--- src/sv/tpd_pkg.sv ---
// shared types and constants of the transport stream pid demultiplexer
`timescale 1ns / 1ps

package tpd_pkg;

  localparam int PID_SLOTS  = 16;
  localparam int SLOT_W     = (PID_SLOTS > 1) ? $clog2(PID_SLOTS) : 1;
  localparam int FIFO_DEPTH = 4;
  localparam int FIFO_PTR_W = (FIFO_DEPTH > 1) ? $clog2(FIFO_DEPTH) : 1;
  localparam int FIFO_CNT_W = $clog2(FIFO_DEPTH + 1);

  localparam logic [7:0]  PKT_BYTES     = 8'd188;
  localparam logic [7:0]  HDR_BYTES     = 8'd4;
  localparam logic [7:0]  SYNC_BYTE     = 8'h47;
  localparam logic [7:0]  AF_LEN_MAX    = 8'd183;
  localparam logic [7:0]  PAYLOAD_BASE  = 8'd4;
  localparam logic [7:0]  AF_DATA_BASE  = 8'd5;
  localparam logic [1:0]  AFC_PAYLOAD   = 2'b01;
  localparam logic [1:0]  AFC_BOTH      = 2'b11;
  localparam logic [19:0] UNIT_MIN_LEN  = 20'd6;
  localparam logic [19:0] LEN_MAX       = 20'hFFFFF;
  localparam logic [15:0] ERR_MAX       = 16'hFFFF;

  typedef enum logic [2:0] {
    KIND_PAYLOAD   = 3'd0,
    KIND_NO_SYNC   = 3'd1,
    KIND_CC_ERROR  = 3'd2,
    KIND_AF_LONG   = 3'd3,
    KIND_UNIT_DONE = 3'd4
  } kind_e;

  typedef enum logic [2:0] {
    OP_NO_SYNC,
    OP_FULL,
    OP_CC_ERR,
    OP_HDR,
    OP_AF_LONG,
    OP_PAYLOAD
  } op_e;

  typedef struct packed {
    logic [7:0] data_byte;
    logic       packet_start;
  } in_t;

  typedef struct packed {
    kind_e       kind;
    logic [12:0] stream_pid;
    logic [7:0]  payload_byte;
    logic [19:0] unit_length;
    logic [15:0] error_total;
    logic        table_full;
    logic        last;
  } out_t;

  typedef struct packed {
    op_e               op;
    logic [SLOT_W-1:0] slot;
    logic [12:0]       pid;
    logic [7:0]        data;
    logic              claim;
    logic              unit;
  } cmd_t;

endpackage

--- src/sv/tpd_front.sv ---
// packet framing, header parse, pid table lookup and continuity check
`timescale 1ns / 1ps

module tpd_front import tpd_pkg::*; (
  input  logic clk_i,
  input  logic rst_ni,
  input  logic in_valid_i,
  output logic in_ready_o,
  input  in_t  in_data_i,
  output logic cmd_valid_o,
  output cmd_t cmd_o,
  input  logic cmd_ready_i
);

  logic [7:0]           pos_q, pos_d;
  logic                 drop_q, drop_d;
  logic [31:0]          hdr_q, hdr_d;
  logic [SLOT_W-1:0]    slot_q, slot_d;
  logic [7:0]           off_q, off_d;
  logic [PID_SLOTS-1:0] valid_q, valid_d;
  logic [12:0]          pid_q [PID_SLOTS];
  logic [3:0]           cnt_q [PID_SLOTS];

  logic              acc, active, drop;
  logic [7:0]        pos, b;
  logic [12:0]       pid_w;
  logic              hit, has_free;
  logic [SLOT_W-1:0] hit_idx, free_idx, wr_idx;
  logic              pid_we, cnt_we;
  logic [3:0]        cc, cnt_wdata;
  logic [1:0]        afc;
  logic              push;
  cmd_t              cmd;

  assign in_ready_o  = cmd_ready_i;
  assign acc         = in_valid_i && cmd_ready_i;
  assign b           = in_data_i.data_byte;
  assign pos         = in_data_i.packet_start ? '0 : pos_q;
  assign drop        = in_data_i.packet_start ? 1'b0 : drop_q;
  assign active      = !drop && (pos < PKT_BYTES);
  assign cc          = b[3:0];
  assign afc         = b[5:4];
  assign cnt_wdata   = cc + 4'd1;
  assign cmd_valid_o = push;
  assign cmd_o       = cmd;

  // parallel pid match, lowest slot wins
  always_comb begin
    hit      = 1'b0;
    has_free = 1'b0;
    hit_idx  = '0;
    free_idx = '0;
    for (int i = PID_SLOTS - 1; i >= 0; i--) begin
      if (valid_q[i] && pid_q[i] == pid_w) begin
        hit     = 1'b1;
        hit_idx = SLOT_W'(i);
      end
      if (!valid_q[i]) begin
        has_free = 1'b1;
        free_idx = SLOT_W'(i);
      end
    end
  end

  always_comb begin
    hdr_d = hdr_q;
    if (acc && active && pos < HDR_BYTES) begin
      hdr_d = {hdr_q[23:0], b};
    end
  end

  assign pid_w = {hdr_d[20:16], hdr_d[15:8]};

  always_comb begin
    pos_d   = pos_q;
    drop_d  = drop_q;
    slot_d  = slot_q;
    off_d   = off_q;
    valid_d = valid_q;
    pid_we  = 1'b0;
    cnt_we  = 1'b0;
    wr_idx  = hit_idx;
    push    = 1'b0;
    cmd     = '{op: OP_PAYLOAD, slot: slot_q, pid: pid_w, data: b, claim: 1'b0, unit: 1'b0};
    if (acc) begin
      pos_d  = pos;
      drop_d = drop;
      if (active) begin
        pos_d = pos + 8'd1;
        if (pos < HDR_BYTES) begin
          if (pos == '0 && b != SYNC_BYTE) begin
            drop_d  = 1'b1;
            push    = 1'b1;
            cmd.op  = OP_NO_SYNC;
            cmd.pid = '0;
          end else if (pos == HDR_BYTES - 8'd1) begin
            if (!hit && !has_free) begin
              drop_d = 1'b1;
              push   = 1'b1;
              cmd.op = OP_FULL;
            end else if (hit && b[4] && cnt_q[hit_idx] != cc) begin
              cnt_we   = 1'b1;
              drop_d   = 1'b1;
              push     = 1'b1;
              cmd.op   = OP_CC_ERR;
              cmd.slot = hit_idx;
            end else begin
              wr_idx    = hit ? hit_idx : free_idx;
              cnt_we    = 1'b1;
              slot_d    = wr_idx;
              cmd.op    = OP_HDR;
              cmd.slot  = wr_idx;
              cmd.claim = !hit;
              cmd.unit  = (afc == AFC_PAYLOAD) && hdr_d[22];
              push      = cmd.claim || cmd.unit;
              if (!hit) begin
                pid_we          = 1'b1;
                valid_d[wr_idx] = 1'b1;
              end
              if (!afc[0]) begin
                drop_d = 1'b1;
              end
              if (afc == AFC_PAYLOAD) begin
                off_d = PAYLOAD_BASE;
              end
            end
          end
        end else if (pos == HDR_BYTES && hdr_q[5:4] == AFC_BOTH) begin
          if (b > AF_LEN_MAX) begin
            drop_d = 1'b1;
            push   = 1'b1;
            cmd.op = OP_AF_LONG;
          end else begin
            off_d    = AF_DATA_BASE + b;
            cmd.op   = OP_HDR;
            cmd.unit = hdr_q[22];
            push     = hdr_q[22];
          end
        end else if (pos >= off_q) begin
          push   = 1'b1;
          cmd.op = OP_PAYLOAD;
        end
      end
    end
  end

  always_ff @(posedge clk_i or negedge rst_ni) begin
    if (!rst_ni) begin
      pos_q   <= '0;
      drop_q  <= 1'b1;
      hdr_q   <= '0;
      slot_q  <= '0;
      off_q   <= PAYLOAD_BASE;
      valid_q <= '0;
    end else begin
      pos_q   <= pos_d;
      drop_q  <= drop_d;
      hdr_q   <= hdr_d;
      slot_q  <= slot_d;
      off_q   <= off_d;
      valid_q <= valid_d;
    end
  end

  always_ff @(posedge clk_i) begin
    if (pid_we) begin
      pid_q[wr_idx] <= pid_w;
    end
    if (cnt_we) begin
      cnt_q[wr_idx] <= cnt_wdata;
    end
  end

  // slots are only ever claimed, never released
  assert property (@(posedge clk_i) disable iff (!rst_ni)
    (($past(valid_q) & ~valid_q) == '0))
    else $error("pid slot released");

  // at most one slot claimed per transfer
  assert property (@(posedge clk_i) disable iff (!rst_ni)
    $countones(valid_q & ~$past(valid_q)) <= 1)
    else $error("more than one slot claimed");

endmodule

--- src/sv/tpd_cmd_fifo.sv ---
// short command queue between front and back
`timescale 1ns / 1ps

module tpd_cmd_fifo import tpd_pkg::*; (
  input  logic clk_i,
  input  logic rst_ni,
  input  logic push_i,
  input  cmd_t push_data_i,
  output logic full_o,
  input  logic pop_i,
  output logic empty_o,
  output cmd_t pop_data_o
);

  localparam logic [FIFO_PTR_W-1:0] PTR_LAST = FIFO_PTR_W'(FIFO_DEPTH - 1);
  localparam logic [FIFO_CNT_W-1:0] CNT_FULL = FIFO_CNT_W'(FIFO_DEPTH);

  cmd_t                  mem_q [FIFO_DEPTH];
  logic [FIFO_PTR_W-1:0] wr_q, wr_d, rd_q, rd_d;
  logic [FIFO_CNT_W-1:0] cnt_q, cnt_d;
  logic                  do_push, do_pop;

  assign full_o     = (cnt_q == CNT_FULL);
  assign empty_o    = (cnt_q == '0);
  assign pop_data_o = mem_q[rd_q];
  assign do_push    = push_i && !full_o;
  assign do_pop     = pop_i && !empty_o;

  always_comb begin
    wr_d  = wr_q;
    rd_d  = rd_q;
    cnt_d = cnt_q;
    if (do_push) begin
      wr_d = (wr_q == PTR_LAST) ? '0 : wr_q + 1'b1;
    end
    if (do_pop) begin
      rd_d = (rd_q == PTR_LAST) ? '0 : rd_q + 1'b1;
    end
    if (do_push && !do_pop) begin
      cnt_d = cnt_q + 1'b1;
    end else if (!do_push && do_pop) begin
      cnt_d = cnt_q - 1'b1;
    end
  end

  always_ff @(posedge clk_i or negedge rst_ni) begin
    if (!rst_ni) begin
      wr_q  <= '0;
      rd_q  <= '0;
      cnt_q <= '0;
    end else begin
      wr_q  <= wr_d;
      rd_q  <= rd_d;
      cnt_q <= cnt_d;
    end
  end

  always_ff @(posedge clk_i) begin
    if (do_push) begin
      mem_q[wr_q] <= push_data_i;
    end
  end

  assert property (@(posedge clk_i) disable iff (!rst_ni) cnt_q <= CNT_FULL)
    else $error("queue count overflow");

  assert property (@(posedge clk_i) disable iff (!rst_ni)
    (push_i && full_o && !pop_i) |=> $stable(wr_q))
    else $error("write pointer moved while full");

endmodule

--- src/sv/tpd_back.sv ---
// per-pid unit tracking and event formation
`timescale 1ns / 1ps

module tpd_back import tpd_pkg::*; (
  input  logic clk_i,
  input  logic rst_ni,
  input  logic cmd_valid_i,
  output logic cmd_pop_o,
  input  cmd_t cmd_i,
  output logic out_valid_o,
  input  logic out_ready_i,
  output out_t out_data_o
);

  logic        col_q [PID_SLOTS];
  logic [19:0] len_q [PID_SLOTS];
  logic [15:0] err_q [PID_SLOTS];

  logic        out_valid_q, out_valid_d;
  out_t        out_q;

  logic        pop, emit, we;
  logic        col_r, col_w;
  logic [19:0] len_r, len_w;
  logic [15:0] err_r, err_w;
  out_t        ev;

  assign pop         = cmd_valid_i && (!out_valid_q || out_ready_i);
  assign cmd_pop_o   = pop;
  assign out_valid_o = out_valid_q;
  assign out_data_o  = out_q;

  always_comb begin
    col_r = cmd_i.claim ? 1'b0 : col_q[cmd_i.slot];
    len_r = cmd_i.claim ? '0 : len_q[cmd_i.slot];
    err_r = cmd_i.claim ? '0 : err_q[cmd_i.slot];
    col_w = col_r;
    len_w = len_r;
    err_w = err_r;
    we    = 1'b0;
    emit  = 1'b0;
    ev    = '{kind: KIND_PAYLOAD, stream_pid: cmd_i.pid, payload_byte: '0,
              unit_length: '0, error_total: err_r, table_full: 1'b0, last: 1'b1};
    case (cmd_i.op)
      OP_NO_SYNC: begin
        emit           = 1'b1;
        ev.kind        = KIND_NO_SYNC;
        ev.error_total = '0;
      end
      OP_FULL: begin
        emit           = 1'b1;
        ev.kind        = KIND_CC_ERROR;
        ev.error_total = '0;
        ev.table_full  = 1'b1;
      end
      OP_CC_ERR: begin
        we             = 1'b1;
        col_w          = 1'b0;
        err_w          = (err_r == ERR_MAX) ? err_r : err_r + 16'd1;
        emit           = 1'b1;
        ev.kind        = KIND_CC_ERROR;
        ev.error_total = err_w;
      end
      OP_HDR: begin
        we = 1'b1;
        if (cmd_i.unit) begin
          if (len_r > UNIT_MIN_LEN) begin
            emit           = 1'b1;
            ev.kind        = KIND_UNIT_DONE;
            ev.unit_length = len_r;
          end
          len_w = '0;
          col_w = 1'b1;
        end
      end
      OP_AF_LONG: begin
        emit    = 1'b1;
        ev.kind = KIND_AF_LONG;
      end
      OP_PAYLOAD: begin
        if (col_r) begin
          we              = 1'b1;
          len_w           = (len_r == LEN_MAX) ? len_r : len_r + 20'd1;
          emit            = 1'b1;
          ev.kind         = KIND_PAYLOAD;
          ev.payload_byte = cmd_i.data;
        end
      end
      default: begin
        emit = 1'b0;
      end
    endcase
  end

  always_comb begin
    out_valid_d = out_valid_q && !out_ready_i;
    if (pop) begin
      out_valid_d = emit;
    end
  end

  always_ff @(posedge clk_i or negedge rst_ni) begin
    if (!rst_ni) begin
      out_valid_q <= 1'b0;
    end else begin
      out_valid_q <= out_valid_d;
    end
  end

  always_ff @(posedge clk_i) begin
    if (pop && emit) begin
      out_q <= ev;
    end
    if (pop && we) begin
      col_q[cmd_i.slot] <= col_w;
      len_q[cmd_i.slot] <= len_w;
      err_q[cmd_i.slot] <= err_w;
    end
  end

  assert property (@(posedge clk_i) disable iff (!rst_ni)
    (out_valid_q && out_q.kind == KIND_UNIT_DONE) |-> (out_q.unit_length > UNIT_MIN_LEN))
    else $error("short unit reported");

  assert property (@(posedge clk_i) disable iff (!rst_ni)
    (out_valid_q && out_q.table_full) |-> (out_q.kind == KIND_CC_ERROR))
    else $error("table full flag on wrong event");

endmodule

--- src/sv/ts_packet_pid_demux_core.sv ---
// top level: transport stream pid demultiplexer with continuity check
// each event passes the command queue register, then the output register
// throughput: one byte per cycle while the 4-entry command queue has room;
// it decouples the pid lookup front from the per-pid unit tracking back
// reset: pid table empty, bytes ignored until the first packet start
`timescale 1ns / 1ps

module ts_packet_pid_demux_core import tpd_pkg::*; (
  input  logic clk_i,
  input  logic rst_ni,
  input  logic in_valid_i,
  output logic in_ready_o,
  input  in_t  in_data_i,
  output logic out_valid_o,
  input  logic out_ready_i,
  output out_t out_data_o
);

  logic cmd_push, fifo_full, fifo_empty, cmd_pop;
  cmd_t cmd_in, cmd_out;

  tpd_front u_front (
    .clk_i       (clk_i),
    .rst_ni      (rst_ni),
    .in_valid_i  (in_valid_i),
    .in_ready_o  (in_ready_o),
    .in_data_i   (in_data_i),
    .cmd_valid_o (cmd_push),
    .cmd_o       (cmd_in),
    .cmd_ready_i (!fifo_full)
  );

  tpd_cmd_fifo u_fifo (
    .clk_i       (clk_i),
    .rst_ni      (rst_ni),
    .push_i      (cmd_push),
    .push_data_i (cmd_in),
    .full_o      (fifo_full),
    .pop_i       (cmd_pop),
    .empty_o     (fifo_empty),
    .pop_data_o  (cmd_out)
  );

  tpd_back u_back (
    .clk_i       (clk_i),
    .rst_ni      (rst_ni),
    .cmd_valid_i (!fifo_empty),
    .cmd_pop_o   (cmd_pop),
    .cmd_i       (cmd_out),
    .out_valid_o (out_valid_o),
    .out_ready_i (out_ready_i),
    .out_data_o  (out_data_o)
  );

endmodule
--- config.mk ---
export PLATFORM = sky130hd
export DESIGN_NAME = ts_packet_pid_demux_core
export DESIGN_NICKNAME = d
export VERILOG_FILES = /design/src/sv/tpd_pkg.sv /design/src/sv/tpd_front.sv /design/src/sv/tpd_cmd_fifo.sv /design/src/sv/tpd_back.sv /design/src/sv/ts_packet_pid_demux_core.sv
export SDC_FILE = /design/constraint.sdc
export NUM_CORES = 2
export LEC_CHECK = 0
export BUFFER_PORTS_ARGS = -buffer_cell sky130_fd_sc_hd__buf_2
export CAP_MARGIN = 20
export CORE_MARGIN = 4
export CORE_UTILIZATION = 45
export CTS_CLUSTER_DIAMETER = 150
export DETAILED_ROUTE_END_ITERATION = 10
export PLACE_DENSITY_LB_ADDON = 0.12
export SLEW_MARGIN = 10
export SYNTH_ARGS = -nofsm -noshare
export SYNTH_HDL_FRONTEND = slang
export SYNTH_SLANG_ARGS = --single-unit
--- constraint.sdc ---
create_clock -name clk_i -period 10.2 [get_ports clk_i]
set_input_delay 0.51 -clock clk_i [delete_from_list [all_inputs] [get_ports clk_i]]
set_output_delay 0.51 -clock clk_i [all_outputs]
set_load 0.05 [all_outputs]
# ---- Word-level counts from Yosys, hierarchy flattened
# Memory sizes are Yosys's and may differ from the RTL's.
# Cells that the tools add are included.
dict set report totals {
  register_bits 129
  ramBits 984
  input_bits 13
  out_inout_bits 64
  mem_count 6
}
# name words width rd rd_clocked_by_memory_dff write_ports line
set mem_list {}
lappend mem_list {u_back.len_q 16 20 1 0 1 tpd_back.sv:16} ;# logic [19:0] len_q [PID_SLOTS];
lappend mem_list {u_back.err_q 16 16 1 0 1 tpd_back.sv:17} ;# logic [15:0] err_q [PID_SLOTS];
lappend mem_list {u_front.pid_q 16 13 16 0 1 tpd_front.sv:21} ;# logic [12:0] pid_q [PID_SLOTS];
lappend mem_list {u_fifo.mem_q 4 30 1 0 1 tpd_cmd_fifo.sv:18} ;# cmd_t mem_q [FIFO_DEPTH];
lappend mem_list {u_front.cnt_q 16 4 1 0 1 tpd_front.sv:22} ;# logic [3:0] cnt_q [PID_SLOTS];
lappend mem_list {u_back.col_q 16 1 1 0 1 tpd_back.sv:15} ;# logic col_q [PID_SLOTS];
dict set report op_classes {
  n_addsub 9
  order_cmp 7
  eq_ne 38
  mux 176
  bitwise 5
  n_reduce_logical 60
}
# cell n
set ops {}
lappend ops {{13-bit == test} 16}
lappend ops {{4-bit two-way mux} 42}
lappend ops {{20-bit two-way mux} 6}
lappend ops {{1-bit two-way mux} 86}
lappend ops {{8-bit two-way mux} 10}
lappend ops {{16-bit two-way mux} 3}
lappend ops {{20-bit case mux with 2 select lines} 1}
lappend ops {{1-bit logical AND} 35}
lappend ops {{16-bit case mux with 2 select lines} 1}
lappend ops {{3-bit two-way mux} 9}
lappend ops {{23-bit two-way mux} 1}
lappend ops {{20-bit by 1-bit adder with 20-bit output, second input constant} 1}
lappend ops {{20-bit == test, second input constant} 1}
lappend ops {{20-bit by 3-bit > comparator with 1-bit output, second input constant} 1}
lappend ops {{17-bit two-way mux} 1}
lappend ops {{16-bit by 1-bit adder with 16-bit output, second input constant} 1}
lappend ops {{16-bit == test, second input constant} 1}
lappend ops {{2-bit two-way mux} 8}
lappend ops {{16-bit bitwise OR} 1}
lappend ops {{13-bit two-way mux} 1}
lappend ops {{3-bit case mux with 4 select lines} 1}
lappend ops {{2-bit inequality test, second input constant} 5}
lappend ops {{3-bit == test, second input constant} 3}
lappend ops {{1-bit zero test} 9}
lappend ops {{38 further kinds} 51}

# ---- Depth between registers and ports, before layout
# An unclocked memory read counts as a cell.
dict set report logic_depth {
  depth_word 39
  depth_mapped 31
  depth_no_buf 24
}

# ---- By module
# From an unflattened synthesis, not the netlist that was laid out.
dict set report hier_totals {
  hier_cells 3364
  hier_area_um2 50918.8
}
# mod instances cells_each area_per_inst_um2 seq_area_each_um2
set modules_own_cells {}
lappend modules_own_cells {tpd_back 1 1408 27320.0 19633.8}
lappend modules_own_cells {tpd_front 1 1760 18825.6 9646.8}
lappend modules_own_cells {tpd_cmd_fifo 1 194 4765.8 3778.6}
lappend modules_own_cells {ts_packet_pid_demux_core 1 2 7.5 0.0}

# ---- Worst setup path after synthesis
# No wires, ideal clock.
dict set report synth_path {
  kind {flip-flop to flip-flop}
  start {reg u_fifo.rd_q[0]}
  end {reg u_back.out_valid_q, in the netlist u_back.out_valid_o}
  arrival_ns 9.879
  setup_slack_ns 0.227
  stages_incl_launch_ff 17
  cell_sequence {dfrtp_1 -> clkbuf_1 -> mux2i_1 -> buf_2 -> clkbuf_1 -> buf_2 -> clkbuf_1 -> buf_2 -> buf_1 -> mux4_2 -> a21oi_1 -> a21oi_1 -> ha_1 -> o2111ai_1 -> o21ai_0 -> a221oi_1 -> or2_2}
}
dict set report synth_via {
  elab_chain_len 8
}
# item line
set synth_lines {}
lappend synth_lines {{start, declared} tpd_cmd_fifo.sv:19} ;# logic [FIFO_PTR_W-1:0] wr_q, wr_d, rd_q, rd_d;
lappend synth_lines {{start signal, assigned} tpd_cmd_fifo.sv:53} ;# rd_q <= rd_d;
lappend synth_lines {{memory read 4 x 30 bit *} -}
lappend synth_lines {{memory read 16 x 20 bit} -}
lappend synth_lines {{20-bit two-way mux *} tpd_back.sv:35} ;# len_r = cmd_i.claim ? '0 : len_q[cmd_i.slot];
lappend synth_lines {{net u_back.len_r[1]} tpd_back.sv:24} ;# logic [19:0] len_r, len_w;
lappend synth_lines {{20-bit by 3-bit > comparator with 1-bit output *} tpd_back.sv:67} ;# if (len_r > UNIT_MIN_LEN) begin
lappend synth_lines {{1-bit two-way mux *} tpd_back.sv:67}
lappend synth_lines {{1-bit two-way mux *} tpd_back.sv:66} ;# if (cmd_i.unit) begin
lappend synth_lines {{1-bit case mux with 3 select lines *} tpd_back.sv:44} ;# case (cmd_i.op)
lappend synth_lines {{1-bit two-way mux *} tpd_back.sv:97} ;# if (pop) begin
lappend synth_lines {{net u_back.out_valid_d} tpd_back.sv:19} ;# logic out_valid_q, out_valid_d;
lappend synth_lines {{end signal, assigned} tpd_back.sv:106} ;# out_valid_q <= out_valid_d;
lappend synth_lines {{end, declared} tpd_back.sv:19}
# Mark *: on every way through the listed nets, which the timed path passes. The rest lies on a longest branch.
# A chain may end at the register's enable or synchronous reset.

# ---- Final worst setup path
dict set report layout_path {
  start {reg u_front.pos_q[7]}
  end {reg u_fifo.cnt_q[1]}
}
# item line
set layout_rtl {}
lappend layout_rtl {{start, declared} tpd_front.sv:15} ;# logic [7:0] pos_q, pos_d;
lappend layout_rtl {{start signal, assigned} tpd_front.sv:156} ;# pos_q <= pos_d;
lappend layout_rtl {{8-bit two-way mux *} tpd_front.sv:38} ;# assign pos = in_data_i.packet_start ? '0 : pos_q;
lappend layout_rtl {{8-bit less-than comparator} tpd_front.sv:40} ;# assign active = !drop && (pos < PKT_BYTES);
lappend layout_rtl {{1-bit logical AND} tpd_front.sv:40}
lappend layout_rtl {{1-bit logical AND} tpd_front.sv:67} ;# if (acc && active && pos < HDR_BYTES) begin
lappend layout_rtl {{1-bit logical AND *} tpd_front.sv:67}
lappend layout_rtl {{23-bit two-way mux *} tpd_front.sv:67}
lappend layout_rtl {{net u_front.hdr_d[16]} tpd_front.sv:17} ;# logic [31:0] hdr_q, hdr_d;
lappend layout_rtl {{13-bit == test} tpd_front.sv:54} ;# if (valid_q[i] && pid_q[i] == pid_w) begin
lappend layout_rtl {{[24 not listed]} -}
lappend layout_rtl {{1-bit two-way mux *} tpd_front.sv:90} ;# if (pos < HDR_BYTES) begin
lappend layout_rtl {{1-bit two-way mux *} tpd_front.sv:88} ;# if (active) begin
lappend layout_rtl {{1-bit two-way mux *} tpd_front.sv:85} ;# if (acc) begin
lappend layout_rtl {{1-bit logical AND *} tpd_cmd_fifo.sv:26} ;# assign do_push = push_i && !full_o;
lappend layout_rtl {{net u_fifo.do_push} tpd_cmd_fifo.sv:21} ;# logic do_push, do_pop;
lappend layout_rtl {{1-bit logical AND *} tpd_cmd_fifo.sv:39} ;# if (do_push && !do_pop) begin
lappend layout_rtl {{3-bit two-way mux *} tpd_cmd_fifo.sv:39}
lappend layout_rtl {{net u_fifo.cnt_d[1]} tpd_cmd_fifo.sv:20} ;# logic [FIFO_CNT_W-1:0] cnt_q, cnt_d;
lappend layout_rtl {{end signal, assigned} tpd_cmd_fifo.sv:54} ;# cnt_q <= cnt_d;
lappend layout_rtl {{end, declared} tpd_cmd_fifo.sv:20}
# Marks and branches as above.

==> results.md <==
- The flow ran to the end, and the final reports show no timing, DRC or antenna violations.
- The post-synthesis cell area is 51200 µm².
- The starting utilization of the core area is 0.454.
- TritonCTS built the clock tree.
- The pin count of the biggest net entering global routing is 126.
- Setup violations remaining at the end of the flow were counted as 0.
- After synthesis the netlist holds a flip-flop and latch count of 1112.
- The iteration count of the initial detailed-routing pass is 6.
- In the global route stage, overall resource usage came out at 0.265.
- The setup slack at placement is 1830 ps.
- The fraction of layout cells with a size suffix above 1 is 0.143.
- IR analysis of the VDD net gives a maximum drop of 0.263 mV.
- The core region is 113000 µm².
- The half-perimeter wire length after placement is 99800 µm.
- The via count of the first global-routing pass is 33612.
- The maximum clock rate is 119 MHz.
- For this run, the share of the core covered by cells in the final layout is 0.511.
- Across all layers, the routed design uses 33975 vias.
- The maximum fanout encountered on the critical timing path is 61.
- The worst setup path is of the reg2reg kind.
- The buffer levels on the longest clock path is 3.
- In the routed layout, each cell is associated on average with a via count of 6.13.
- The worst setup path is captured at a flip-flop.
- The source of the critical timing path is u_front.pos_q[7]$_DFFE_PN0N_.
- The vertical die dimension is 345 µm.
- Of the post-synthesis cell area, the dominant cell type holds 0.613.
- The growth of design area from synthesis to finish is 12.5%.
- The residual overflow from global routing is 0.
- The number of nets in the synthesized netlist is 3866.
- In this run the register-to-register setup slack is 1830 ps.
- The cell taking the most area after synthesis is edfxtp_1.
- The cell count after synthesis is 3832.
- After clock tree synthesis, the setup repair step added 0 buffers.
- The completed layout was analyzed and its total power is 18.9 mW.
- The remaining number of nets flagged by the antenna check after routing is 0.
- The CTS H-tree depth is 3.
- Yosys mapped a number of flops with a built-in enable equal to 1045.
- The minimum clock period after layout is 8370 ps.
- After clock tree synthesis, the repair step resized 0 gates.
- STA puts the critical path data arrival time at 8950 ps.
- For this run, the register share of the synthesized area comes to 0.646.
- For the pin with the worst max-slew slack, the measured transition is 1260 ps.
- After synthesis, the cell types taking the most area are edfxtp_1 61%, mux4_2 4.6%, xnor2_1 3.5%.
- The first-pass GRT wire length is 234000 µm.
- The count of port buffers added during placement is 75.
- The area taken by multi-input logic gates is 17000 µm².
- The finished layout holds 5538 standard cells, fillers aside.
- The busiest metal layer after global routing is met2.
- The count of final hold-check violations is 0.
- The met2 global-route usage is 0.434.
- Setup slack on the critical path of the routed design comes to 1830 ps.
- The clock insertion delay at the later pin of the skew report is 720 ps.
- STA classifies the critical path startpoint as a flip-flop.
- Fill cells in the final layout number 9711.
- Dividing the final minimum period by the clock period gives 0.820.
- The power per unit of standard cell area is 328 nW/µm².
- The number of antenna violations at the first check in global routing is 7.
- The clock sink count is 1112.
- Leaving out fill and tap cells, the most frequent cell in the layout is edfxtp_1.
- Data on the critical path is required at its endpoint by 10780 ps.
- The library cells used most frequently in the layout, excluding fill and tap cells, are 1045 x edfxtp_1, 457 x nand2_1, 203 x xnor2_1, 163 x nor2_1.
- The total wire length after detailed routing is 161000 µm.
- The worst register-to-register path has a depth of 22.
- The final layout contains 3973 nets.
- The average wire length per cell after detail routing is 29.0 µm.
- In the final timing run, aggregate negative setup slack is 0 ps.
- The starting DRC count in detailed routing is 3807.
- In this run the count of I/O pins placed on the die edge is 77.
- The count of warnings emitted by yosys is 0.
- The max-slew violation count came to 0.
- The number of library cell types mapped by synthesis is 104.
- The floorplan has 123 rows.
- The leakage power is 19.4 nW.
- On the final layout, the worst clock skew is 38.8 ps.
- For this run, the leading register cell type out of synthesis is edfxtp_1.
- At the end of routability-driven placement, the weighted congestion stood at 1.00.
- Setup repair after global routing left no endpoint under its margin.
- The post-route DRC violation count is 0.
- The number of maximum-capacitance violations is 0.
- Following the worst setup path forward leads to its endpoint at u_fifo.cnt_q[1]$_DFFE_PN0P_.
- Clock-pin slew was measured on the worst setup and hold paths at 60 ps.
- The cell count after placement is 5301.
- The class of the tightest hold or removal check is in2reg.
- The worst hold path begins at in_data_i[8].
- Headroom to the max-slew limit came out at 0.161.
- Of all flip-flops after synthesis, the portion carrying an async set or reset was 0.0603.
- The global-route track usage on met1 is 0.353.
- Clock tree synthesis inserted a total of 116 buffers.
- The reg-to-reg critical path endpoint is u_fifo.cnt_q[1]$_DFFE_PN0P_.
- Measured along the x axis, the die boundary spans 345 µm.
- Across the whole layout, storage elements account for 33100 µm².
- Buffers inserted to repair hold after CTS numbered 1.
- The floorplan step defined a die boundary enclosing 119000 µm².
- The met3 layer usage reported by global route is 0.0438.
- The average footprint of a synthesized cell is 13.4 µm².
- The launch point of the worst reg-to-reg path is u_front.pos_q[7]$_DFFE_PN0N_.
- The buffer type at the clock tree root is clkbuf_16.
[how the worst min path moves through the flow]
stage	endpoint	slack, ps	cells after the start
2_1_floorplan	u_back.out_valid_o$_DFF_PN0_	210	0
6_report	u_fifo.mem_q[3][9]$_DFFE_PP_	130	1
3_3_place_gp	u_front.pos_q[0]$_DFFE_PN0N_	470	2
4_1_cts	u_fifo.mem_q[3][9]$_DFFE_PP_	80	1
5_1_grt	u_fifo.mem_q[1][9]$_DFFE_PP_	100	1
3_5_place_dp	u_fifo.cnt_q[2]$_DFFE_PN0P_	470	1
[worst max-delay path: stages (launching register included)]
cell	delay [ps]
dfrtp_1	450
nor4_4	450
a21o_4	470
nand3_4	820
mux2i_1	620
inv_2	400
xnor2_1	260
and3b_1	260
a22o_1	190
a21bo_2	240
a2111o_1	530
and2_4	310
mux2_4	340
a222oi_1	370
or3b_1	400
xor2_1	160
o41a_1	410
o31ai_2	260
a31oi_2	250
ha_1	300
inv_1	90
fa_1	380
mux2_2	260
[sequential cells by signal, summed over array words and instances (netlist names)]
register / flops
u_back.len_q: 320
u_back.err_q: 256
u_front.pid_q: 208
u_fifo.mem_q: 120
u_front.cnt_q: 64
u_back.out_data_o: 61
u_front.hdr_q: 22
u_back.col_q: 16
u_front.valid_q: 16
u_front.off_q: 8
u_front.pos_q: 8
u_front.slot_q: 4
u_fifo.cnt_q: 3
u_fifo.rd_q: 2
u_fifo.wr_q: 2
u_back.out_valid_o: 1
u_front.drop_q: 1
[report_power, final]
group / switching [mW] / internal [mW] / leakage [nW]
sequential: 0.296 / 6.58 / 10.4
clock: 1.81 / 2.41 / 1.86
combinational: 5.56 / 2.23 / 7.16
total: 7.67 / 11.2 / 19.4
[cells by family after synthesis]
kind of cell,after synthesis,synth area share
AO/OA/AOI/OAI,644,0.0886
XOR/XNOR,266,0.0455
adder cells (fa/ha/maj),21,0.00528
buffers and inverters,307,0.0249
flip-flops,1112,0.646
multiplexers,187,0.0631
other,1,0.0000733
AND/OR/NAND/NOR,1294,0.126
[Yosys cell counts (9+ instances only)]
master / instances
nor4b_1: 10
nor4_1: 45
xnor2_1: 203
o21ai_0: 102
a211oi_1: 20
or3_1: 16
o22ai_1: 25
nor2b_1: 36
a21oi_1: 131
and3_1: 76
o31ai_1: 9
nor2_1: 179
clkbuf_1: 115
o221ai_1: 32
a21boi_0: 9
mux2_2: 17
a21o_1: 14
mux2i_1: 57
a311oi_1: 37
a22o_1: 14
nand4_1: 82
dfrtp_1: 65
nand2b_1: 131
a211o_1: 13
o2bb2ai_1: 10
a22oi_1: 10
o211ai_1: 24
nand2_1: 457
a31oi_1: 47
nor3_1: 54
buf_1: 43
a2111oi_0: 18
edfxtp_1: 1045
nand3_1: 109
buf_2: 40
inv_1: 89
ha_1: 20
mux4_2: 105
o2111ai_1: 27
xor2_1: 63
or2_2: 28
and2_1: 28
[final cells by class]
class	count	area share
well taps	1500	0.0326
flip-flops and latches	1112	0.575
repair buffers	200	0.0241
clock inverters	73	0.0120
multi-input cells	2413	0.296
diodes	1	0.0000435
clock buffers	143	0.0544
inverters	96	0.00626
[metal layers]
layer / wire (µm) / up-vias / part of all wire
met1: 64900 / 17101 / 0.40
met3: 11800 / 421 / 0.073
met2: 76300 / 1588 / 0.48
met5: 13 / - / 0.000081
li1: - / 14863 / -
met4: 7590 / 2 / 0.047
[stage by stage]
stage | area (µm²) | hold slack (ps)
after floorplan | 51200 | 214
after global placement | 53500 | 474
after detailed placement | 53600 | 472
after CTS | 57400 | 79.1
after global routing | 57500 | 95.4
final | 57500 | 132
Power figures use the tool's default switching activity.
